==> config.mk <==
export PLATFORM = sky130hd
export DESIGN_NAME = pmfb_front
export DESIGN_NICKNAME = d
export VERILOG_FILES = /design/src/hw/rtl/paged_monochrome_framebuffer_defines.svh /design/src/hw/rtl/pmfb_pkg.sv /design/src/hw/rtl/pmfb_front.sv
export SDC_FILE = /design/constraint.sdc
export NUM_CORES = 1
export LEC_CHECK = 0
export BUFFER_PORTS_ARGS = -buffer_cell sky130_fd_sc_hd__buf_2
export CORE_ASPECT_RATIO = 1.1
export CORE_MARGIN = 8
export CORE_UTILIZATION = 54
export DETAILED_ROUTE_END_ITERATION = 7
export PLACE_DENSITY = 0.86
export SYNTH_ARGS = -nofsm -noshare
export SYNTH_HDL_FRONTEND = slang
export SYNTH_SLANG_ARGS = --single-unit
export TNS_END_PERCENT = 5
==> constraint.sdc <==
create_clock -name clk -period 4 [get_ports clk]
set_clock_uncertainty 0.05 [all_clocks]
set_input_delay 0.6 -clock clk [delete_from_list [all_inputs] [get_ports clk]]
set_output_delay 0.6 -clock clk [all_outputs]
set_load 0.03 [all_outputs]
==> src/hw/rtl/paged_monochrome_framebuffer_defines.svh <==
`ifndef PAGED_MONOCHROME_FRAMEBUFFER_DEFINES_SVH
`define PAGED_MONOCHROME_FRAMEBUFFER_DEFINES_SVH

// same-cycle implication check, idle during reset
`define PMFB_ASSERT_IMPLY(label, clk, rst_n, ante, cons) \
    label: assert property (@(posedge clk) disable iff (!rst_n) (ante) |-> (cons)) \
        else $error("pmfb implication check failed");

// next-cycle implication check, idle during reset
`define PMFB_ASSERT_NEXT(label, clk, rst_n, ante, cons) \
    label: assert property (@(posedge clk) disable iff (!rst_n) (ante) |=> (cons)) \
        else $error("pmfb next-cycle check failed");

`endif

==> src/hw/rtl/pmfb_pkg.sv <==
`timescale 1ns / 1ps
`default_nettype none

package pmfb_pkg;

    // display geometry
    localparam int DISPLAY_WIDTH  = 128;
    localparam int DISPLAY_HEIGHT = 64;
    localparam int ROWS_PER_PAGE  = 8;
    localparam int PAGE_COUNT     = (DISPLAY_HEIGHT + ROWS_PER_PAGE - 1) / ROWS_PER_PAGE;
    localparam int STORE_BYTES    = PAGE_COUNT * DISPLAY_WIDTH;
    localparam int ADDR_W         = $clog2(STORE_BYTES);

    // command queue between front and back
    localparam int QUEUE_DEPTH = 2;
    localparam int QPTR_W      = $clog2(QUEUE_DEPTH);
    localparam int QCNT_W      = $clog2(QUEUE_DEPTH + 1);

    localparam logic [7:0] BIT_ONE   = 8'h01;
    localparam logic [7:0] FULL_MASK = 8'hFF;

    // action codes
    localparam logic [2:0] ACT_WRITE_PIXEL  = 3'd0;
    localparam logic [2:0] ACT_READ_PIXEL   = 3'd1;
    localparam logic [2:0] ACT_FILL_ALL     = 3'd2;
    localparam logic [2:0] ACT_BEGIN_BITMAP = 3'd3;
    localparam logic [2:0] ACT_BITMAP_BYTE  = 3'd4;

    typedef enum logic [1:0] {
        OP_NONE,
        OP_READ,
        OP_WRITE,
        OP_FILL
    } op_t;

    typedef struct packed {
        op_t               op;
        logic              accepted;
        logic [2:0]        bit_sel;
        logic              second;
        logic [ADDR_W-1:0] addr0;
        logic [ADDR_W-1:0] addr1;
        logic [7:0]        mask0;
        logic [7:0]        mask1;
        logic [7:0]        data0;
        logic [7:0]        data1;
    } cmd_t;

    typedef enum logic [2:0] {
        ST_CLEAR,
        ST_IDLE,
        ST_ACCESS0,
        ST_ACCESS1,
        ST_FILL,
        ST_HOLD
    } back_state_t;

    // byte address of a page and column
    function automatic logic [ADDR_W-1:0] store_addr(input logic [5:0] page,
                                                     input logic [8:0] col);
        logic [15:0] a;
        a = 16'(page) * 16'(DISPLAY_WIDTH) + 16'(col);
        return a[ADDR_W-1:0];
    endfunction

    // bits of a page whose rows lie on the display
    function automatic logic [7:0] page_mask(input logic [5:0] page);
        logic [7:0] m;
        logic [9:0] row;
        for (int b = 0; b < 8; b++) begin
            row  = {1'b0, page, 3'(b)};
            m[b] = row < 10'(DISPLAY_HEIGHT);
        end
        return m;
    endfunction

endpackage

`default_nettype wire

==> src/hw/rtl/pmfb_front.sv <==
`timescale 1ns / 1ps
`default_nettype none

module pmfb_front import pmfb_pkg::*; (
    input  logic               clk,
    input  logic               rst_n,
    input  logic               hold,
    input  logic               item_valid,
    output logic               item_ready,
    input  logic [2:0]         action,
    input  logic signed [15:0] x,
    input  logic signed [15:0] y,
    input  logic               pixel_value,
    input  logic [7:0]         data_byte,
    input  logic [7:0]         bitmap_width,
    input  logic [7:0]         bitmap_height,
    input  logic               q_full,
    output logic               push,
    output cmd_t               cmd
);

    // bitmap cursor state
    logic       active_reg, active_next;
    logic [7:0] left_reg, left_next;
    logic [8:0] right_reg, right_next;
    logic [8:0] bottom_reg, bottom_next;
    logic [8:0] col_reg, col_next;
    logic [8:0] row_reg, row_next;

    logic        pix_on;
    logic [7:0]  pix_mask;
    logic [9:0]  x_sum;
    logic [9:0]  y_sum;
    logic        rect_ok;
    logic [5:0]  page0;
    logic [5:0]  page1;
    logic [15:0] data_wide;
    logic [15:0] mask_wide;
    logic [7:0]  mask1;
    logic [8:0]  col_inc;
    logic [8:0]  row_inc;

    assign item_ready = !q_full && !hold;
    assign push       = item_valid && item_ready;

    // pixel and rectangle checks
    always_comb
    begin
        pix_on   = !x[15] && (x[14:0] < 15'(DISPLAY_WIDTH))
                   && !y[15] && (y[14:0] < 15'(DISPLAY_HEIGHT));
        pix_mask = BIT_ONE << y[2:0];
        x_sum    = 10'(x[8:0]) + 10'(bitmap_width);
        y_sum    = 10'(y[8:0]) + 10'(bitmap_height);
        rect_ok  = pix_on && (x_sum <= 10'(DISPLAY_WIDTH))
                   && (y_sum <= 10'(DISPLAY_HEIGHT));
    end

    // bitmap byte split over up to two pages
    always_comb
    begin
        page0     = row_reg[8:3];
        page1     = page0 + 6'd1;
        data_wide = {8'h00, data_byte} << row_reg[2:0];
        mask_wide = {8'h00, FULL_MASK} << row_reg[2:0];
        mask1     = mask_wide[15:8] & page_mask(page1);
        col_inc   = col_reg + 9'd1;
        row_inc   = row_reg + 9'(ROWS_PER_PAGE);
    end

    // action decode
    always_comb
    begin
        cmd          = '0;
        cmd.op       = OP_NONE;
        cmd.bit_sel  = y[2:0];
        cmd.addr0    = store_addr(y[8:3], x[8:0]);
        cmd.addr1    = store_addr(page1, col_reg);
        cmd.data0    = data_byte;
        active_next  = active_reg;
        left_next    = left_reg;
        right_next   = right_reg;
        bottom_next  = bottom_reg;
        col_next     = col_reg;
        row_next     = row_reg;
        unique case (action)
            ACT_WRITE_PIXEL:
            begin
                if (pix_on)
                begin
                    cmd.op       = OP_WRITE;
                    cmd.accepted = 1'b1;
                    cmd.mask0    = pix_mask;
                    cmd.data0    = pixel_value ? pix_mask : 8'h00;
                end
            end
            ACT_READ_PIXEL:
            begin
                if (pix_on)
                begin
                    cmd.op       = OP_READ;
                    cmd.accepted = 1'b1;
                end
            end
            ACT_FILL_ALL:
            begin
                cmd.op       = OP_FILL;
                cmd.accepted = 1'b1;
            end
            ACT_BEGIN_BITMAP:
            begin
                if (rect_ok)
                begin
                    cmd.accepted = 1'b1;
                    left_next    = x[7:0];
                    right_next   = x_sum[8:0];
                    bottom_next  = y_sum[8:0];
                    col_next     = x[8:0];
                    row_next     = y[8:0];
                    active_next  = (bitmap_width != 8'd0) && (bitmap_height != 8'd0);
                end
                else
                begin
                    active_next = 1'b0;
                end
            end
            ACT_BITMAP_BYTE:
            begin
                if (active_reg)
                begin
                    cmd.op       = OP_WRITE;
                    cmd.accepted = 1'b1;
                    cmd.addr0    = store_addr(page0, col_reg);
                    cmd.mask0    = mask_wide[7:0] & page_mask(page0);
                    cmd.data0    = data_wide[7:0];
                    cmd.mask1    = mask1;
                    cmd.data1    = data_wide[15:8];
                    cmd.second   = |mask1;
                    col_next     = col_inc;
                    if (col_inc >= right_reg)
                    begin
                        col_next = 9'(left_reg);
                        row_next = row_inc;
                        if (row_inc >= bottom_reg)
                        begin
                            active_next = 1'b0;
                        end
                    end
                end
            end
            default:
            begin
                cmd.op = OP_NONE;
            end
        endcase
    end

    // cursor registers advance only on an accepted beat
    always_ff @(posedge clk or negedge rst_n)
    begin
        if (!rst_n)
        begin
            active_reg <= 1'b0;
            left_reg   <= '0;
            right_reg  <= '0;
            bottom_reg <= '0;
            col_reg    <= '0;
            row_reg    <= '0;
        end
        else if (push)
        begin
            active_reg <= active_next;
            left_reg   <= left_next;
            right_reg  <= right_next;
            bottom_reg <= bottom_next;
            col_reg    <= col_next;
            row_reg    <= row_next;
        end
    end

endmodule

`default_nettype wire

==> results.cfg <==
[global_routing]
antenna_found_initial = 0
grt.total_usage_pct = 24.9
grt_remaining_overflow = 0
pin_count_of_the_biggest_net_entering_global_routing = 46
first_global_vias = 4839
grt_first_pass_wirelength_um = 22700

[sta]
unrepaired_setup_endpoints_after_global_routing = false
finalCritPeriodShare_pct = 96.4
whs_ns = 0.415
timing_hold_violations_final = 0
period_minus_slack_ns = 3.86
tightestPinTransition_ns = 1.06
timing.slew.headroom_pct = 29.5
setup_violations = 0
fmax_ghz = 0.259
fin_setup_tns_ns = 0
finalMaxSlewViolations = 0

[clocking]
clock-sinks = 45
clock_tree.htree_level_count = 2
cts.reportedPaths.clkPinSlew_ns = 0.08
tritoncts = built
worstSkewPairLatency_ns = 0.31
max-clock-path-buffers = 2
cts-root-buf = sky130_fd_sc_hd__clkbuf_8
cts_buf_count = 5

[logic_synthesis]
dominant_combinational_cell_family_by_area_after_synthesis = simple AND/OR/NAND/NOR gates
average_footprint_of_a_synthesized_cell_um2 = 7.87
synthAdderAreaFrac_pct = 13.3
synth-main-ff-cell = sky130_fd_sc_hd__dfrtp_1
ys_ff_latch = 45
synth-xor-area-share_pct = 4.14
synth.yosys.warnings = 0
synth.cell_area_um2 = 4440
synth.distinct_cells = 65
number_of_enable_type_register_cells_in_the_synthesized_netlist = 0
ys_async_sr_fraction_pct = 100
synth_compound_gate_area_share_pct = 19.1
post_synth_inst_count = 564
synthSimpleGateAreaFrac_pct = 23.3
ys_seq_area_share_pct = 25.4
synth.mux.area_fraction_pct = 7.19

[critical_path]
worst_ep_required_time_ns = 3.35
setup.worst_path.end_class = output pin
crit_path_max_incr_delay_ns = 0.55
path_buf_inv = 2
worstPathCellList = buf_6 > ha_4 > fa_2 > a21o_1 > a221oi_2 > xnor2_1 > or4_4 > a22oi_2 > and2_4 > nor2_4 > nor3_4 > buf_4
timing.setup.critical_path_class = input pin to output pin
critical_path.top_delay_family = simple AND/OR/NAND/NOR gates
crit_slowest_cell = sky130_fd_sc_hd__or4_4
critical_path_peak_fanout = 2
cp-start-kind = input pin
critPathArrivalTime_ns = 3.21

[drt]
drtAntennaViolNets = 0
vias = 4743
drcViolationCount = 0
dr.pass1.iters = 5
viasPerCell = 6.03
detail_route.wl_per_cell_um = 18.4
detail_route.wirelength_um = 14500
drt_first_iter_violations = 284

[place]
detailedPlacementHpwl_um = 11500
post_place_instance_area_um2 = 5110
gpl.final_weighted_congestion = 0.961
placedCellCount = 775
placement.io_buffers = 123

[floorplanning]
initial_core_util_pct = 55.8
dieWidth_um = 102
row_count = 34
io-pin-count = 126
die-height_um = 111
floorplan.die_area_um2 = 11400
core-area_um2 = 7960

[job]
max-cap-violations = 0

[final_layout]
n_antenna_cell = 0
layout.filler_cells = 699
fin_cells = 787
post-route-util_pct = 66.4
layout-drive-gt1-share_pct = 25.5
mostFrequentLayoutCell = sky130_fd_sc_hd__buf_2
area.growth.synth_to_final_pct = 18.9
finish.net_count = 787
most_used_cells_in_the_layout_excluding_fill_and_tap_cells = sky130_fd_sc_hd__buf_2, sky130_fd_sc_hd__nand2_1, sky130_fd_sc_hd__nor2_1
design_area_um2 = 5280

[power_and_ir_drop]
cellLeakagePower_nw = 2.75
pwr_density_cell_nw_per_um2 = 197
vdd_drop_max_mv = 0.252

[min_path]
hold_path_class = input pin to asynchronous set/reset pin

[run_status]
outcome = finished clean
synthesized netlist by cell type (all sizes together) (4+ instances only):
cell	count	area, um2
a211oi	5	37.5
a21o	6	45.0
a21oi	31	155
a31oi	8	50.1
and2	5	31.3
and3	6	37.5
buf	17	134
clkbuf	18	67.6
dfrtp	45	1130
fa	5	100
ha	39	488
inv	35	131
mux2	15	169
mux2i	15	150
nand2	70	265
nand2b	4	25.0
nand3	11	60.1
nand3b	4	30.0
nand4	9	56.3
nor2	61	234
nor3	20	100
nor4	9	56.3
o2111ai	4	35.0
o21ai	45	225
o22ai	7	43.8
xnor2	12	105
xor2	9	78.8
cells by family after synthesis:
group                      after synthesis
AOI/OAI and AO/OA                      135
xor gates and xnor gates                21
adders and majority gates               44
buffers and inverters                   71
DFF                                     45
muxes                                   30
other                                    1
and+or+nand+nor                        217
worst paths after layout:
path                                    startpoint                 endpoint  slack (ns)  cells after the start
min in group clk           left_reg[4]$_DFFE_PN0P_  left_reg[4]$_DFFE_PN0P_        0.44                      1
max in group asynchronous                    rst_n   row_reg[7]$_DFFE_PN0P_        2.82                      1
max                                           x[0]                  cmd[56]        0.14                     12
min                                          rst_n  left_reg[5]$_DFFE_PN0P_        0.42                      1
min reg2reg                left_reg[4]$_DFFE_PN0P_  left_reg[4]$_DFFE_PN0P_        0.44                      1
max reg2reg                 col_reg[0]$_DFFE_PN0P_   row_reg[6]$_DFFE_PN0P_        0.48                     13
stage by stage:
| stage | worst slack, ns | power [mW] |
|---|---|---|
| after floorplan | 0.203 | 0.639 |
| after global placement | -0.00342 | 0.735 |
| after detailed placement | -0.123 | 0.748 |
| after CTS | 0.00556 | 1.03 |
| after global routing | 0.0256 | 1.08 |
| final | 0.142 | 1.04 |
layer usage:
| layer | vias to the layer above | track usage [%] | wire [um] |
|---|---|---|---|
| met4 | 0 | 13.7 | 662 |
| met5 | - | 0 | 0 |
| met2 | 237 | 43.1 | 7130 |
| met3 | 45 | 4.46 | 1300 |
| met1 | 2224 | 27.5 | 5370 |
| li1 | 2237 | - | - |
layout make-up:
cell class / instances / area, um2 / share of cell area, %
clock buffer: 8 / 80.1 / 1.52
inverter: 36 / 135 / 2.56
tap: 108 / 135 / 2.56
multi-input combinational: 449 / 3020 / 57.3
timing repair buffer: 141 / 778 / 14.7
sequential: 45 / 1130 / 21.3
report_power, final:
part / switching, mW / internal, mW / total (mW) / leakage (nW)
sequential: 0.000491 / 0.455 / 0.455 / 0.535
combinational: 0.185 / 0.116 / 0.301 / 2.18
clock: 0.159 / 0.124 / 0.283 / 0.0395
repair_timing:
action                                  in CTS  in global routing
setup buffers                                2                  2
gates resized for setup                      1                 13
hold buffers                                 0                  0
endpoints found under the setup margin       1                  1
cloned                                       0                  0
pin swaps                                    2                  9
Power figures use the tool's default switching activity.
