<file path="config.mk">
export PLATFORM = sky130hd
export DESIGN_NAME = pmfb_cmd_queue
export DESIGN_NICKNAME = d
export VERILOG_FILES = /design/src/hw/rtl/paged_monochrome_framebuffer_defines.svh /design/src/hw/rtl/pmfb_pkg.sv /design/src/hw/rtl/pmfb_cmd_queue.sv
export SDC_FILE = /design/constraint.sdc
export NUM_CORES = 1
export LEC_CHECK = 0
export BUFFER_PORTS_ARGS = -buffer_cell sky130_fd_sc_hd__buf_2
export CORE_ASPECT_RATIO = 1.4
export CORE_MARGIN = 4
export CORE_UTILIZATION = 25
export CTS_BUF_LIST = sky130_fd_sc_hd__clkbuf_8
export CTS_CLUSTER_DIAMETER = 200
export CTS_CLUSTER_SIZE = 8
export DETAILED_ROUTE_END_ITERATION = 16
export PLACE_DENSITY = 0.41
export SETUP_SLACK_MARGIN = 0.2
export SLEW_MARGIN = 20
export SYNTH_ARGS = -nofsm -noshare
export SYNTH_HDL_FRONTEND = slang
export SYNTH_SLANG_ARGS = --single-unit
export TNS_END_PERCENT = 10
</file>
<file path="constraint.sdc">
create_clock -name clk -period 4.9 [get_ports clk]
set_input_delay 0.49 -clock clk [delete_from_list [all_inputs] [get_ports clk]]
set_output_delay 0.49 -clock clk [all_outputs]
set_load 0.1 [all_outputs]
</file>
<file path="src/hw/rtl/paged_monochrome_framebuffer_defines.svh">
`ifndef PAGED_MONOCHROME_FRAMEBUFFER_DEFINES_SVH
`define PAGED_MONOCHROME_FRAMEBUFFER_DEFINES_SVH

// same-cycle implication check, idle during reset
`define PMFB_ASSERT_IMPLY(label, clk, rst_n, ante, cons) \
    label: assert property (@(posedge clk) disable iff (!rst_n) (ante) |-> (cons)) \
        else $error("pmfb implication check failed");

// next-cycle implication check, idle during reset
`define PMFB_ASSERT_NEXT(label, clk, rst_n, ante, cons) \
    label: assert property (@(posedge clk) disable iff (!rst_n) (ante) |=> (cons)) \
        else $error("pmfb next-cycle check failed");

`endif

</file>
<file path="src/hw/rtl/pmfb_pkg.sv">
`timescale 1ns / 1ps
`default_nettype none

package pmfb_pkg;

    // display geometry
    localparam int DISPLAY_WIDTH  = 128;
    localparam int DISPLAY_HEIGHT = 64;
    localparam int ROWS_PER_PAGE  = 8;
    localparam int PAGE_COUNT     = (DISPLAY_HEIGHT + ROWS_PER_PAGE - 1) / ROWS_PER_PAGE;
    localparam int STORE_BYTES    = PAGE_COUNT * DISPLAY_WIDTH;
    localparam int ADDR_W         = $clog2(STORE_BYTES);

    // command queue between front and back
    localparam int QUEUE_DEPTH = 2;
    localparam int QPTR_W      = $clog2(QUEUE_DEPTH);
    localparam int QCNT_W      = $clog2(QUEUE_DEPTH + 1);

    localparam logic [7:0] BIT_ONE   = 8'h01;
    localparam logic [7:0] FULL_MASK = 8'hFF;

    // action codes
    localparam logic [2:0] ACT_WRITE_PIXEL  = 3'd0;
    localparam logic [2:0] ACT_READ_PIXEL   = 3'd1;
    localparam logic [2:0] ACT_FILL_ALL     = 3'd2;
    localparam logic [2:0] ACT_BEGIN_BITMAP = 3'd3;
    localparam logic [2:0] ACT_BITMAP_BYTE  = 3'd4;

    typedef enum logic [1:0] {
        OP_NONE,
        OP_READ,
        OP_WRITE,
        OP_FILL
    } op_t;

    typedef struct packed {
        op_t               op;
        logic              accepted;
        logic [2:0]        bit_sel;
        logic              second;
        logic [ADDR_W-1:0] addr0;
        logic [ADDR_W-1:0] addr1;
        logic [7:0]        mask0;
        logic [7:0]        mask1;
        logic [7:0]        data0;
        logic [7:0]        data1;
    } cmd_t;

    typedef enum logic [2:0] {
        ST_CLEAR,
        ST_IDLE,
        ST_ACCESS0,
        ST_ACCESS1,
        ST_FILL,
        ST_HOLD
    } back_state_t;

    // byte address of a page and column
    function automatic logic [ADDR_W-1:0] store_addr(input logic [5:0] page,
                                                     input logic [8:0] col);
        logic [15:0] a;
        a = 16'(page) * 16'(DISPLAY_WIDTH) + 16'(col);
        return a[ADDR_W-1:0];
    endfunction

    // bits of a page whose rows lie on the display
    function automatic logic [7:0] page_mask(input logic [5:0] page);
        logic [7:0] m;
        logic [9:0] row;
        for (int b = 0; b < 8; b++) begin
            row  = {1'b0, page, 3'(b)};
            m[b] = row < 10'(DISPLAY_HEIGHT);
        end
        return m;
    endfunction

endpackage

`default_nettype wire

</file>
<file path="src/hw/rtl/pmfb_cmd_queue.sv">
`timescale 1ns / 1ps
`default_nettype none

module pmfb_cmd_queue import pmfb_pkg::*; (
    input  logic clk,
    input  logic rst_n,
    input  logic push,
    input  cmd_t push_cmd,
    input  logic pop,
    output logic full,
    output logic empty,
    output cmd_t head
);

    cmd_t              entry_reg [QUEUE_DEPTH];
    logic [QPTR_W-1:0] wr_ptr_reg, wr_ptr_next;
    logic [QPTR_W-1:0] rd_ptr_reg, rd_ptr_next;
    logic [QCNT_W-1:0] count_reg, count_next;

    assign full  = count_reg == QCNT_W'(QUEUE_DEPTH);
    assign empty = count_reg == '0;
    assign head  = entry_reg[rd_ptr_reg];

    // pointer and count update
    always_comb
    begin
        wr_ptr_next = wr_ptr_reg;
        rd_ptr_next = rd_ptr_reg;
        count_next  = count_reg;
        if (push)
        begin
            wr_ptr_next = (wr_ptr_reg == QPTR_W'(QUEUE_DEPTH - 1)) ? '0 : wr_ptr_reg + 1'b1;
        end
        if (pop)
        begin
            rd_ptr_next = (rd_ptr_reg == QPTR_W'(QUEUE_DEPTH - 1)) ? '0 : rd_ptr_reg + 1'b1;
        end
        if (push && !pop)
        begin
            count_next = count_reg + 1'b1;
        end
        else if (pop && !push)
        begin
            count_next = count_reg - 1'b1;
        end
    end

    always_ff @(posedge clk or negedge rst_n)
    begin
        if (!rst_n)
        begin
            wr_ptr_reg <= '0;
            rd_ptr_reg <= '0;
            count_reg  <= '0;
        end
        else
        begin
            wr_ptr_reg <= wr_ptr_next;
            rd_ptr_reg <= rd_ptr_next;
            count_reg  <= count_next;
        end
    end

    // entry storage
    always_ff @(posedge clk)
    begin
        if (push)
        begin
            entry_reg[wr_ptr_reg] <= push_cmd;
        end
    end

endmodule

`default_nettype wire

</file>
==> results.sh, run 1 <==
export IMPL_status="complete, no violations"
export IMPL_worstSetupPathType="register to primary output"
export IMPL_finalNonFillerCells=592
export IMPL_wl_um=9450
export IMPL_postCtsSetupBuffers=0
export IMPL_core_area_um2=18600
export IMPL_yosys_area_share_simple=0.00554
export IMPL_rsz0062_at_grt="no"
export IMPL_place_hpwl_um=6150
export IMPL_postCtsHoldBufs=1
export IMPL_arrival_ps=2530
export IMPL_finalCritPeriodShare=0.616
export IMPL_largest_reg_flops=118
export IMPL_synth_fa_ha_area_frac=0.00264
export IMPL_clockRootBuffer="clkbuf_8"
export IMPL_drt_pass1_iter_count=4
export IMPL_syn_instance_count=200
export IMPL_hold_slack_ps=252
export IMPL_finalSetupViolCount=0
export IMPL_clock_skew_ps=6.63
export IMPL_htreeDepth=4
export IMPL_antenna_found_initial=1
export IMPL_fillerInstances=1892
export IMPL_dp_cells=562
export IMPL_crit_path_end_kind="primary output"
export IMPL_post_cts_resized=0
export IMPL_syn_to_final_growth_pct=25.8
export IMPL_drv_slew=0
export IMPL_synthXorXnorAreaFrac=0.00923
export IMPL_finalSetupTns_ps=0
export IMPL_path_clk_slew_ps=70
export IMPL_slew_headroom=0.395
export IMPL_maxCapViolCount=0
export IMPL_die_x_um=124
export IMPL_viasPerCell=3.84
export IMPL_fin_nets=403
export IMPL_grt_pass1_vias=2562
export IMPL_synth_area_per_cell_um2=23.7
export IMPL_utilization=0.321
export IMPL_io_pins=124
export IMPL_cp_start_kind="register"
export IMPL_die_area_um2=21300
export IMPL_hold_viol_final=0
export IMPL_grt_use_total=0.0913
export IMPL_tightest_slew_ps=907
export IMPL_clkLatencyLatePin_ps=420
export IMPL_synth_area_um2=4750
export IMPL_fin_crit_ps=3020
export IMPL_grt_pass1_wl_um=14300
export IMPL_rows=59
export IMPL_yosysUniqueCellTypes=12
export IMPL_ys_warn_count=0
export IMPL_start_util=0.255
export IMPL_clockBufferDepth=2
export IMPL_hold_class="input pin to register"
export IMPL_cts_tree="yes"
export IMPL_n_antenna_cell=0
export IMPL_synth_compound_area_share=0
export IMPL_fp_dieH_um=171
export IMPL_synthesis_nets=264
export IMPL_numPortBuffers=123
export IMPL_drcViolationCount=0
export IMPL_overflow=0
export IMPL_drive_above_1_share=0.612
export IMPL_vias=2273
export IMPL_worst_endpoint_required_ps=4410
export IMPL_fmax_ghz=0.332
export IMPL_seq_area_frac_synth=0.768
export IMPL_clock_sinks=122
export IMPL_place_gp_congestion=0.626
export IMPL_wl_per_cell_um=16.0
export IMPL_synth_seq_cells=122
export IMPL_ant_nets=0
export IMPL_synth_area_mux_share=0.187
export IMPL_drt_iter0_drc=76
export IMPL_cts_buffers=17
export IMPL_grt_max_degree=60
export IMPL_synth_top_family_by_area="multiplexers"
export IMPL_cp_max_fo=44
-- area by class of cell --
type                       count  area (um^2)  share of cell area
timing repair buffer         127          668               0.112
clock inverter                11          133              0.0222
multi-input combinational     70          978               0.164
tap                          244          305              0.0511
inverter                       1         3.75            0.000629
clock buffer                  17          234              0.0392
sequential                   122         3650               0.611
-- layout by cell type, fill, tap and decap left out, drive strengths merged --
master | netlist | final
bufinv | 0 | 3
mux2 | 59 | 59
xor2 | 4 | 4
nor2 | 2 | 2
clkbuf | 0 | 17
nor2b | 2 | 2
clkinv | 0 | 7
buf | 7 | 126
dfrtp | 4 | 4
clkinvlp | 0 | 1
edfxtp | 118 | 118
xnor2 | 1 | 1
inv | 1 | 1
and2 | 1 | 1
ha | 1 | 1
dlygate4sd3 | 0 | 1
-- worst max-delay path, stage by stage (launching register included) --
cell	delay [ps]
dfrtp_4	1020
buf_4	440
mux2_4	210
buf_2	410
-- path summary, 6_finish.rpt --
| path | start | slack, ps | to | depth (start not counted) |
|---|---|---|---|---|
| worst max-delay path | rd_ptr_reg | 1880 | head[1] | 3 |
| worst min-delay path | push_cmd[53] | 250 | entry_reg[0][53] | 1 |
| worst max register to register | wr_ptr_reg | 3060 | entry_reg[0][24] | 2 |
| worst min register to register | count_reg[1] | 490 | count_reg[1] | 1 |
| max in group asynchronous | rst_n | 4360 | rd_ptr_reg | 2 |
| min in group asynchronous | rst_n | 400 | count_reg[0] | 2 |
-- per-layer routing --
metal  wire length, um  share of wire  up-vias  GRT usage
met2              5270           0.56       65      0.166
li1                  -              -     1060          -
met5                 7        0.00074        -          0
met4               209          0.022        2     0.0486
met3               464          0.049       13     0.0359
met1              3500           0.37     1133     0.0889
-- synth_stat cells (all sizes together) --
cell type,instances,area (um^2)
dfrtp,4,100
ha,1,12.5
inv,1,3.75
and2,1,6.26
mux2,59,886
nor2b,2,12.5
edfxtp,118,3540
xor2,4,35.0
buf,7,131
xnor2,1,8.76
nor2,2,7.51
-- kinds of logic after synthesis --
family,count (synthesis)
DFF,122
xor gates and xnor gates,5
adders and majority gates,1
muxes,59
and+or+nand+nor,5
buffers and inverters,8
-- stage by stage --
stage | cell area (um^2) | worst slack, ps
final | 5970 | 1880
after detailed placement | 5570 | 2270
after CTS | 5940 | 1770
after floorplan | 4750 | 1330
after global placement | 5570 | 2290
after global routing | 5970 | 1710
Power of run 1 is left out: the tool's default activity adds up to more than one toggle a clock period on the data nets, which glitch-free logic cannot reach.
==> inputs of run 2 (changes only) <==
clock period = 3.1 ns   (was 4.9 ns; I/O delays follow)
==> run 2 against run 1 <==
Hold slack worse by 190 ps. Critical endpoint is now head[58]. Design area up 0.65%. Non-clock buffer count increased by 1. Wire length decreased by 2.6%. Sequential share of layout area fell by 0.39 points. Register-to-register slack got worse by 1600 ps. Highest routed layer is now met4. Via count is 0.62% higher.
==> results.sh, run 2 (same netlist as run 1, synthesis figures left out) <==
export IMPL_clockRootBuffer="clkbuf_8"
export IMPL_cts_tree="yes"
export IMPL_dp_slack_ps=1200
export IMPL_hold_path_end="entry_reg[1][14]"
export IMPL_wl_per_cell_um=15.4
export IMPL_worst_endpoint_required_ps=2790
export IMPL_cts_buffers=17
export IMPL_ant_nets=0
export IMPL_rsz0062_at_grt="no"
export IMPL_min_from="push_cmd[14]"
export IMPL_antenna_found_initial=0
export IMPL_fin_nets=404
export IMPL_drive_above_1_share=0.609
export IMPL_worst_r2r_cell_count=1
export IMPL_fmax_ghz=0.431
export IMPL_overflow=0
export IMPL_r2r_end="entry_reg[1][4]"
export IMPL_crit_path_end_kind="primary output"
export IMPL_largest_reg_flops=118
export IMPL_hold_viol_final=0
export IMPL_path_clk_slew_ps=80
export IMPL_postCtsSetupBuffers=0
export IMPL_n_antenna_cell=0
export IMPL_finalCritPeriodShare=0.748
export IMPL_slew_headroom=0.410
export IMPL_grt_pass1_vias=2535
export IMPL_wl_um=9210
export IMPL_worstSetupPathType="register to primary output"
export IMPL_setup_ws_ps=781
export IMPL_drv_slew=0
export IMPL_syn_to_final_growth_pct=26.6
export IMPL_holdPathStages=1
export IMPL_numPortBuffers=123
export IMPL_hold_class="input pin to register"
export IMPL_fp_dieH_um=171
export IMPL_final_cell_mix="123 x buf_2, 118 x edfxtp_1, 59 x mux2_4, 17 x clkbuf_8, 5 x clkinv_1"
export IMPL_place_hpwl_um=6100
export IMPL_io_pins=124
export IMPL_grt_pass1_wl_um=13900
export IMPL_clkLatencyLatePin_ps=420
export IMPL_tightest_slew_ps=885
export IMPL_drt_iter0_drc=93
export IMPL_arrival_ps=2010
export IMPL_viasPerCell=3.83
export IMPL_clockBufferDepth=2
export IMPL_grt_max_degree=60
export IMPL_final_common_cell="buf_2"
export IMPL_finalSetupViolCount=0
export IMPL_finalSetupTns_ps=0
export IMPL_vias=2287
export IMPL_grt_use_total=0.0888
export IMPL_drcViolationCount=0
export IMPL_status="complete, no violations"
export IMPL_fin_crit_ps=2320
export IMPL_cp_max_fo=23
export IMPL_cp_start_kind="register"
export IMPL_die_x_um=124
export IMPL_clock_skew_ps=8.31
export IMPL_core_area_um2=18600
export IMPL_clock_sinks=122
export IMPL_drt_pass1_iter_count=4
export IMPL_die_area_um2=21300
export IMPL_maxCapViolCount=0
export IMPL_htreeDepth=4
export IMPL_rows=59
export IMPL_start_util=0.255
export IMPL_place_gp_congestion=0.654
export IMPL_r2r_start="wr_ptr_reg"
export IMPL_reg2reg_slack_ps=1490
-- run 2: what timing repair did --
action	CTS	global route
setup endpoints to repair	0	0
hold buffers	1	0
resized for setup	0	0
hold endpoints to repair	4	0
-- run 2: cell type report --
type / count / area (um^2)
multi-input combinational: 70 / 978
sequential: 122 / 3650
tap: 244 / 305
clock buffer: 17 / 234
inverter: 1 / 3.75
timing repair buffer: 128 / 681
fill: 1880 / 12600
clock inverter: 15 / 159
-- run 2: metal layers --
layer  share of wire  track usage  wire length [um]  up-vias
met2            0.54        0.158              4930       75
met3           0.055       0.0303               510       13
met1            0.39       0.0901              3560     1135
li1                -            -                 -     1064
met5               0            0                 0        -
met4           0.023       0.0529               209        0
-- run 2: worst max-delay path by stage --
stage                      endpoint        from
detailed placement         head[43]  rd_ptr_reg
finish                     head[58]  rd_ptr_reg
floorplan           entry_reg[0][0]  wr_ptr_reg
global placement           head[35]  rd_ptr_reg
CTS                        head[43]  rd_ptr_reg
global route               head[58]  rd_ptr_reg
-- run 2: critical path, cell delays in order (launching register included) --
cell and delay (ps):
dfrtp_4 670, buf_12 260, mux2_4 320, buf_2 290
-- run 2: metrics by stage --
step	hold slack (ps)	area [um^2]	util	std cells
final	65.2	6010	0.323	597
after global routing	21.8	6010	0.323	597
after CTS	20.1	6010	0.323	597
after detailed placement	127	5610	0.301	564
after global placement	126	5610	0.301	564
after floorplan	14.4	4750	-	200
Power of run 2 is left out for the same reason.
